<file path="config.mk">
export PLATFORM = sky130hd
export DESIGN_NAME = sbs_controller
export DESIGN_NICKNAME = d
export VERILOG_FILES = /design/src/rtl/sbs_pkg.sv /design/src/rtl/sbs_controller.sv
export SDC_FILE = /design/constraint.sdc
export NUM_CORES = 1
export LEC_CHECK = 0
export ABC_AREA = 1
export BUFFER_PORTS_ARGS = -buffer_cell sky130_fd_sc_hd__buf_2
export CAP_MARGIN = 30
export CORE_AREA = 3 3 40 42
export CTS_BUF_LIST = sky130_fd_sc_hd__clkbuf_8 sky130_fd_sc_hd__clkbuf_16
export CTS_CLUSTER_SIZE = 10
export DETAILED_ROUTE_END_ITERATION = 10
export DIE_AREA = 0 0 43 45
export MAX_ROUTING_LAYER = met4
export SLEW_MARGIN = 10
export SYNTH_ARGS = -nofsm -noshare
export SYNTH_HDL_FRONTEND = slang
export SYNTH_SLANG_ARGS = --single-unit
export TNS_END_PERCENT = 1
</file>
<file path="constraint.sdc">
create_clock -name clk -period 1.11 [get_ports clk]
set_input_delay 0.111 -clock clk [delete_from_list [all_inputs] [get_ports clk]]
set_output_delay 0.111 -clock clk [all_outputs]
set_load 0.02 [all_outputs]
</file>
<file path="src/rtl/sbs_pkg.sv">
`timescale 1ns / 1ps
// ----------------------------------------------------------------------------
// sbs_pkg: shared types and constants of the sorted table search block
// Table geometry, field widths, action codes, controller states and the
// command and status words between controller and datapath.
// ----------------------------------------------------------------------------
package sbs_pkg;

    localparam int TABLE_DEPTH = 1024;
    localparam int KEY_WIDTH   = 32;

    localparam int IDX_W = $clog2(TABLE_DEPTH);
    localparam int CNT_W = $clog2(TABLE_DEPTH + 1);

    localparam int ACTION_W = 1;
    localparam int ENTRY_W  = 10;
    localparam int KEYIN_W  = 32;
    localparam int COUNT_W  = 11;

    localparam logic [ACTION_W-1:0] ACT_WRITE  = 1'b0;
    localparam logic [ACTION_W-1:0] ACT_SEARCH = 1'b1;

    typedef logic signed [KEY_WIDTH-1:0] key_t;

    typedef enum logic [1:0] {
        ST_IDLE,
        ST_SEARCH,
        ST_HOLD
    } sbs_state_t;

    typedef struct packed {
        logic wr;            // store the incoming word in the table
        logic start;         // load bounds and key for a new search
        logic step;          // narrow bounds from the current probe
        logic rd;            // issue a table read this cycle
        logic pend_load;     // keep the finished result until output is free
        logic out_load;      // load the output register
        logic out_from_pend; // output source: held result instead of live hit
    } sbs_cmd_t;

    typedef struct packed {
        logic empty;         // effective count is zero
        logic hit;           // probed entry equals the key
        logic range_empty;   // bounds after this probe leave nothing
    } sbs_status_t;

endpackage

</file>
<file path="src/rtl/sbs_controller.sv">
`timescale 1ns / 1ps
// ----------------------------------------------------------------------------
// sbs_controller: search sequencer
// Accepts request words, steps the datapath one probe per cycle and hands
// finished results to the output register.
// ----------------------------------------------------------------------------
module sbs_controller import sbs_pkg::*; (
    input  logic                clk,
    input  logic                rst_n,
    input  logic                req_valid,
    input  logic [ACTION_W-1:0] req_action,
    output logic                req_ready,
    input  logic                rsp_ready,
    output logic                rsp_valid,
    input  sbs_status_t         status,
    output sbs_cmd_t            cmd
);

    sbs_state_t state_reg, state_next;
    logic       out_valid_reg, out_valid_next;
    logic       out_free;
    logic       finish;

    assign out_free = !out_valid_reg || rsp_ready;
    assign finish   = status.hit || status.range_empty;

    always_ff @(posedge clk or negedge rst_n)
    begin
        if (!rst_n)
        begin
            state_reg     <= ST_IDLE;
            out_valid_reg <= 1'b0;
        end
        else
        begin
            state_reg     <= state_next;
            out_valid_reg <= out_valid_next;
        end
    end

    always_comb
    begin
        state_next = state_reg;
        case (state_reg)
            ST_IDLE:
            begin
                if (req_valid && req_action == ACT_SEARCH)
                begin
                    state_next = status.empty ? ST_HOLD : ST_SEARCH;
                end
            end
            ST_SEARCH:
            begin
                if (finish)
                begin
                    state_next = out_free ? ST_IDLE : ST_HOLD;
                end
            end
            ST_HOLD:
            begin
                if (out_free)
                begin
                    state_next = ST_IDLE;
                end
            end
            default:
            begin
                state_next = ST_IDLE;
            end
        endcase
    end

    always_comb
    begin
        cmd       = '0;
        req_ready = 1'b0;
        case (state_reg)
            ST_IDLE:
            begin
                req_ready = 1'b1;
                if (req_valid)
                begin
                    if (req_action == ACT_WRITE)
                    begin
                        cmd.wr = 1'b1;
                    end
                    else
                    begin
                        cmd.start = 1'b1;
                        cmd.rd    = !status.empty;
                    end
                end
            end
            ST_SEARCH:
            begin
                cmd.step = 1'b1;
                if (!finish)
                begin
                    cmd.rd = 1'b1;
                end
                else if (out_free)
                begin
                    cmd.out_load = 1'b1;
                end
                else
                begin
                    cmd.pend_load = 1'b1;
                end
            end
            ST_HOLD:
            begin
                if (out_free)
                begin
                    cmd.out_load      = 1'b1;
                    cmd.out_from_pend = 1'b1;
                end
            end
            default:
            begin
                cmd = '0;
            end
        endcase
    end

    always_comb
    begin
        if (cmd.out_load)
        begin
            out_valid_next = 1'b1;
        end
        else if (rsp_ready)
        begin
            out_valid_next = 1'b0;
        end
        else
        begin
            out_valid_next = out_valid_reg;
        end
    end

    assign rsp_valid = out_valid_reg;

endmodule

</file>
* Word level (Yosys, flattened, before mapping)
Index checks and enable logic that the tools add are counted.
Storage, ports and cells: register bits after elaboration 3, word-level logic and storage cells 40, input bits 8
Operators by class: muxes and demuxes 25, reductions and logical operators 8, eq/ne operators 5
Operators by type and width (number):
- $mux 2 | 9
- $mux 1 | 13
- $ne 2x2->1 const B | 3
- $pmux 2 s3 | 1
- $pmux 1 s2 | 2
- $reduce_and 3->1 | 1
- $eq 2x1->1 const B | 1
- $eq 2x2->1 const B | 1
- $logic_not 1->1 | 2
- $logic_not 2->1 | 1
- $logic_or 1x1->1 | 2
- $reduce_bool 2->1 | 1
- $logic_and 1x1->1 | 1

* Longest topological paths before layout
Gate-level depths: netlist of run 1.
word-level depth 6, gate-level depth with buffers 7

* Worst setup path before layout of run 1
OpenSTA, ideal clock, no wires.
kind reg-to-output, start point reg state_reg[0], end point out cmd[3] (netlist name), slack -450 ps, required time 999 ps, arrival 1449 ps, stages on the path, launching flop included 5, cells stage by stage dfrtp_1 inv_1 ha_1 inv_2 o31ai_1
RTL lines:
- start: declaration | line sbs_controller.sv:19 | sbs_state_t state_reg, state_next;
- start signal: assignment | line sbs_controller.sv:36 | state_reg <= state_next;
- end: declaration | line sbs_controller.sv:16 | output sbs_cmd_t cmd

==> results of run 1 <==
-- timing repair --
| action | CTS | global route |
|---|---|---|
| endpoints found under the hold margin | 3 | 0 |
| buffers inserted | 1 | 3 |
| pin swaps | 0 | 3 |
| resized for setup | 10 | 3 |
| hold buffers | 1 | 0 |
| setup endpoints to repair | 10 | 11 |
-- final timing paths --
path / from / end
setup / recovery: state_reg[1]$_DFFE_PN0P_ / cmd[4]
setup reg to reg: state_reg[1]$_DFFE_PN0P_ / state_reg[0]$_DFFE_PN0P_
max in group asynchronous: rst_n / state_reg[1]$_DFFE_PN0P_
hold / removal: rst_n / state_reg[0]$_DFFE_PN0P_
min in group clk: rsp_ready / rsp_valid$_DFFE_PN0P_
hold reg to reg: state_reg[1]$_DFFE_PN0P_ / state_reg[1]$_DFFE_PN0P_
-- worst max-delay path, stage by stage, from the launching register on --
cell     delay, ps
dfrtp_1        370
inv_2           80
ha_4           170
buf_4          120
buf_4          120
buf_4          120
buf_6          120
-- kinds of logic after synthesis --
logic type,count (synthesis)
AND/OR/NAND/NOR,25
buffers and inverters,6
adder cells (fa/ha/maj),3
flip-flops,3
AO/OA/AOI/OAI,3
-- final cells by class --
| cell class | instances | area [sq um] | area share |
|---|---|---|---|
| Timing Repair Buffer | 24 | 168 | 0.304 |
| Clock buffer | 3 | 41.3 | 0.0748 |
| Tap cell | 15 | 18.8 | 0.0340 |
| Inverter | 5 | 21.3 | 0.0385 |
| Sequential cell | 3 | 75.1 | 0.136 |
| Clock inverter | 1 | 3.75 | 0.00680 |
| Multi-Input combinational cell | 31 | 224 | 0.406 |
-- where the power goes --
group | leakage (nW) | internal, mW | switching [mW] | total [mW]
Combinational | 0.226 | 0.397 | 0.427 | 0.824
Clock | 0.0269 | 0.235 | 0.0700 | 0.305
Sequential | 0.0394 | 0.148 | 0.0444 | 0.192
Total | 0.292 | 0.780 | 0.541 | 1.32
-- through the flow --
step	hold slack, ps	setup WS (ps)	area (sq um)
2_1_floorplan	-185	-72.6	320
3_3_place_gp	-92.4	-93.2	434
3_5_place_dp	-92.6	-102	434
4_1_cts	210	-325	524
5_1_grt	240	-373	552
6_report	218	-312	552
-- synth_stat cells (all sizes together) --
master / n
ha: 3
nand3: 4
nor3: 1
nor2: 7
buf: 1
o31ai: 1
inv: 5
a21boi: 1
nand4: 1
nand2: 12
dfrtp: 3
o21ai: 1
-- per-layer routing --
| layer | global-route usage | up-vias | part of all wire |
|---|---|---|---|
| li1 | - | 183 | - |
| met1 | 0.107 | 145 | 0.43 |
| met2 | 0.156 | 18 | 0.47 |
| met3 | 0.0159 | 0 | 0.10 |
| met4 | 0.0723 | 0 | 0 |
| met5 | - | - | 0 |
==> impl_metrics.yaml, run 1 <==
yosys:
  yosysSeqAreaShare: 0.271
  synth-seq-cells: 3
  synth.distinct_cells: 16
  synthXorXnorAreaFrac: 0
  synth.avg_cell_area_sq_um: 6.91
  synth_nets: 51
  yosys.area_share.simple: 0.425
  synth_top_family_by_area: "simple AND/OR/NAND/NOR gates"
  synth.area.top_cells: "dfrtp_1, nand2_1, ha_1, nor2_1, nand3_1"
  synth_compound_area_frac: 0.0724
  synth_area_sq_um: 277
  ys_warn_count: 0
  syn-instance-count: 40
  synth.mux.area_fraction: 0
  synth_top_cell_by_area: "dfrtp_1"
  netlist.area_leader.share: 0.271
  synth_adder_area_share: 0.136
clock_tree:
  cts_tree: "done"
  clk_pin_slew_ps: 30
  clock_path_buffers: 2
  htreeDepth: 1
  cts.sinks: 3
  clock_latency_ps: 210
  cts_inserted_buffers: 3
  clock-root-buffer: "clkbuf_8"
setup_path:
  worst_ep_required_time_ps: 1000
  cp_max_fo: 4
  r2r_setup_slack_ps: -80
  end_kind: "primary output"
  reg2reg_depth: 7
  worstSetupPathType: "register to primary output"
  worstSetupStartpointType: "register"
  arrival_ps: 1310
drt:
  routedWlPerCell_um: 9.89
  num_vias: 346
  drc: 0
  firstDrtPassIters: 4
  vias_per_cell: 4.22
  ant_nets: 0
  drtIter0Drc: 6
  routed_wl_um: 811
placed_design:
  gp_congestion: 0.757
  portBuffers: 16
  placed_cells: 73
  hpwlAfterDp_um: 627
sta:
  setup_tns_ps: -2260
  hold_viol: 0
  finalMaxSlewViolations: 0
  fin_skew_ps: 0.911
  worstMarginPinSlew_ps: 234
  fmax_ghz: 0.703
  relSlewSlack: 0.844
  rsz0062_at_grt: "true"
  fin_crit_ps: 1420
  setup_viol_count_final: 10
  setup_slack_ps: -312
  period_share: 1.28
grt:
  grt_pass1_vias: 346
  antenna_found_initial: 0
  grt_use_total: 0.0964
  grt_pass1_wl_um: 1320
  overflow: 0
  grt_max_degree: 6
layout:
  diodes: 0
  final_cell_mix: "buf_4, nand2_1, buf_2, nor2_2"
  areaGrowthSynthToFinish_pct: 99.5
  final_cells: 82
  layout_commonest_cell: "buf_4"
  fin_nets: 79
  largest_reg_flops: 2
  fin_util: 0.429
  drive_gt1_frac: 0.612
  fill_cells: 145
floorplanning:
  core_sq_mm: 0.00128
  start_util: 0.215
  fp.dieW_um: 43
  io_pins: 17
  rows: 13
  dieArea_sq_mm: 0.00194
  die_y_um: 45
power_and_ir_drop:
  leakagePower_nw: 0.292
  p_per_area_mw_per_mm2: 2390
  vdd_drop_max_mv: 1.17
  finalPower_mw: 1.32
run_status:
  status: "complete, but fails checks"
  violations: "negative setup slack"
hold_path:
  hp-class: "input port to asynchronous set/reset pin"
job:
  maxCapViolations: 0
No activity file was read; power rests on OpenSTA's default activity.
==> run 2: changes to the inputs <==
Settings changed: CORE_AREA 3 3 40 42 to 2 2 39 41, DIE_AREA 0 0 43 45 to 0 0 41 43, PLACE_DENSITY_LB_ADDON set to 0.08.
==> impl_metrics.yaml, run 2 (synthesis gave the netlist of run 1 again) <==
layout:
  largest_reg_flops: 2
  fin_nets: 81
  final_cell_mix: "buf_4, nand2_1, buf_2, nor2_2"
  areaGrowthSynthToFinish_pct: 112
  fill_cells: 156
  fin_util: 0.424
  diodes: 0
  final_cells: 85
  multi_input_area_sq_um: 236
  regArea_sq_um: 75.1
  final_cell_area_sq_um: 587
  drive_gt1_frac: 0.681
  layout_commonest_cell: "buf_4"
clock_tree:
  htreeDepth: 1
  cts.sinks: 3
  cts_tree: "done"
  clock_path_buffers: 2
  cts_inserted_buffers: 3
  clock_latency_ps: 210
  clock-root-buffer: "clkbuf_8"
  clk_pin_slew_ps: 30
sta:
  hold_viol: 0
  finalMaxSlewViolations: 0
  setup_tns_ps: -1980
  fin_skew_ps: 0.571
  setup_viol_count_final: 11
  rsz0062_at_grt: "true"
  period_share: 1.27
  fmax_ghz: 0.710
  worstMarginPinSlew_ps: 249
  relSlewSlack: 0.834
  setup_slack_ps: -299
  holdWs_ps: 220
  fin_crit_ps: 1410
power_and_ir_drop:
  p_per_area_mw_per_mm2: 2490
  clkPwrFrac: 0.208
  switching_share: 0.394
  finalPower_mw: 1.46
  p_int_uw: 885
  p_sw_uw: 576
  leakagePower_nw: 0.303
  seq_power_share: 0.131
  vdd_drop_max_mv: 1.28
  pwr-share-comb: 0.661
grt:
  grt_pass1_wl_um: 1240
  overflow: 0
  grt_max_degree: 6
  grt_use_total: 0.109
  antenna_found_initial: 0
  grt_pass1_vias: 344
setup_path:
  r2r_setup_slack_ps: -90
  cp_max_fo: 4
  worstSetupStartpointType: "register"
  arrival_ps: 1300
  worstReg2RegEnd: "state_reg[0]$_DFFE_PN0P_"
  reg2reg_depth: 7
  worst_ep_required_time_ps: 1000
  end_kind: "primary output"
  r2r_start: "state_reg[0]$_DFFE_PN0P_"
  worstSetupPathType: "register to primary output"
placed_design:
  placed_cells: 74
  dp_slack_ps: -138
  portBuffers: 16
  place_area_sq_um: 435
  gp_congestion: 0.672
  hpwlAfterDp_um: 616
drt:
  num_vias: 350
  drc: 0
  vias_per_cell: 4.12
  firstDrtPassIters: 3
  drtIter0Drc: 2
  routedWlPerCell_um: 9.29
  routed_wl_um: 790
  ant_nets: 0
job:
  maxCapViolations: 0
floorplanning:
  die_y_um: 43
  start_util: 0.200
  rows: 14
  io_pins: 17
  core_sq_mm: 0.00138
  dieArea_sq_mm: 0.00176
  fp.dieW_um: 41
run_status:
  status: "complete, but fails checks"
  violations: "negative setup slack"
hold_path:
  hp-class: "input port to asynchronous set/reset pin"
## run 2: cell count changes in the layout (fill, tap and decap cells not counted)
| cell | delta |
|---|---|
| buf_4 | +2 |
| nand2_1 | -2 |
| nand2_2 | +2 |
| buf_2 | -1 |
| buf_6 | +1 |
| nand3_1 | -1 |
| nand3_2 | +1 |
| nor2_1 | -1 |
| nor2_2 | +1 |
## run 2: how the worst max path moves through the flow
stage                             start  endpoint  slack, ps  cells after the start
3_5_place_dp   state_reg[1]$_DFFE_PN0P_    cmd[3]       -140                      5
5_1_grt        state_reg[1]$_DFFE_PN0P_    cmd[1]       -360                      7
3_3_place_gp   state_reg[1]$_DFFE_PN0P_    cmd[1]       -140                      7
6_report       state_reg[1]$_DFFE_PN0P_    cmd[3]       -300                      6
4_1_cts        state_reg[0]$_DFFE_PN0P_    cmd[3]       -320                      5
2_1_floorplan  state_reg[0]$_DFFE_PN0P_    cmd[3]        -70                      4
## run 2: cell type report
class / instances / share of cell area
repair buffers: 26 / 0.322
clock inverters: 1 / 0.00640
well taps: 16 / 0.0341
flip-flops and latches: 3 / 0.128
inverters: 5 / 0.0362
multi-input cells: 31 / 0.403
clock buffers: 3 / 0.0704
## run 2: repair_timing
action / 4_1_cts / 5_1_grt
pin swaps: 3 / 5
setup endpoints to repair: 10 / 11
buffers inserted: 2 / 4
hold endpoints to repair: 3 / 0
gates resized for setup: 9 / 10
hold buffers: 1 / 0
gates cloned: 0 / 0
## run 2: critical path: stages (launching register included)
cell and delay (ps):
dfrtp_1 370, inv_2 70, ha_4 170, buf_4 130, nand2_2 120, o31ai_4 90
buf_6 130
## run 2: layer usage
layer / vias up / GRT usage / routed length (um)
met5: - / - / 0
met4: 0 / 0.0800 / 0
met3: 0 / 0.0314 / 54
met2: 13 / 0.163 / 378
met1: 151 / 0.116 / 356
li1: 186 / - / -
## run 2: power groups by stage
| stage | clock, mW | combinational (mW) | sequential [mW] |
|---|---|---|---|
| 6_report | 0.304 | 0.966 | 0.191 |
| 3_3_place_gp | 0 | 0.720 | 0.193 |
| 2_1_floorplan | 0 | 0.498 | 0.198 |
| 3_5_place_dp | 0 | 0.717 | 0.192 |
| 4_1_cts | 0.315 | 0.823 | 0.191 |
| 5_1_grt | 0.315 | 1.06 | 0.197 |
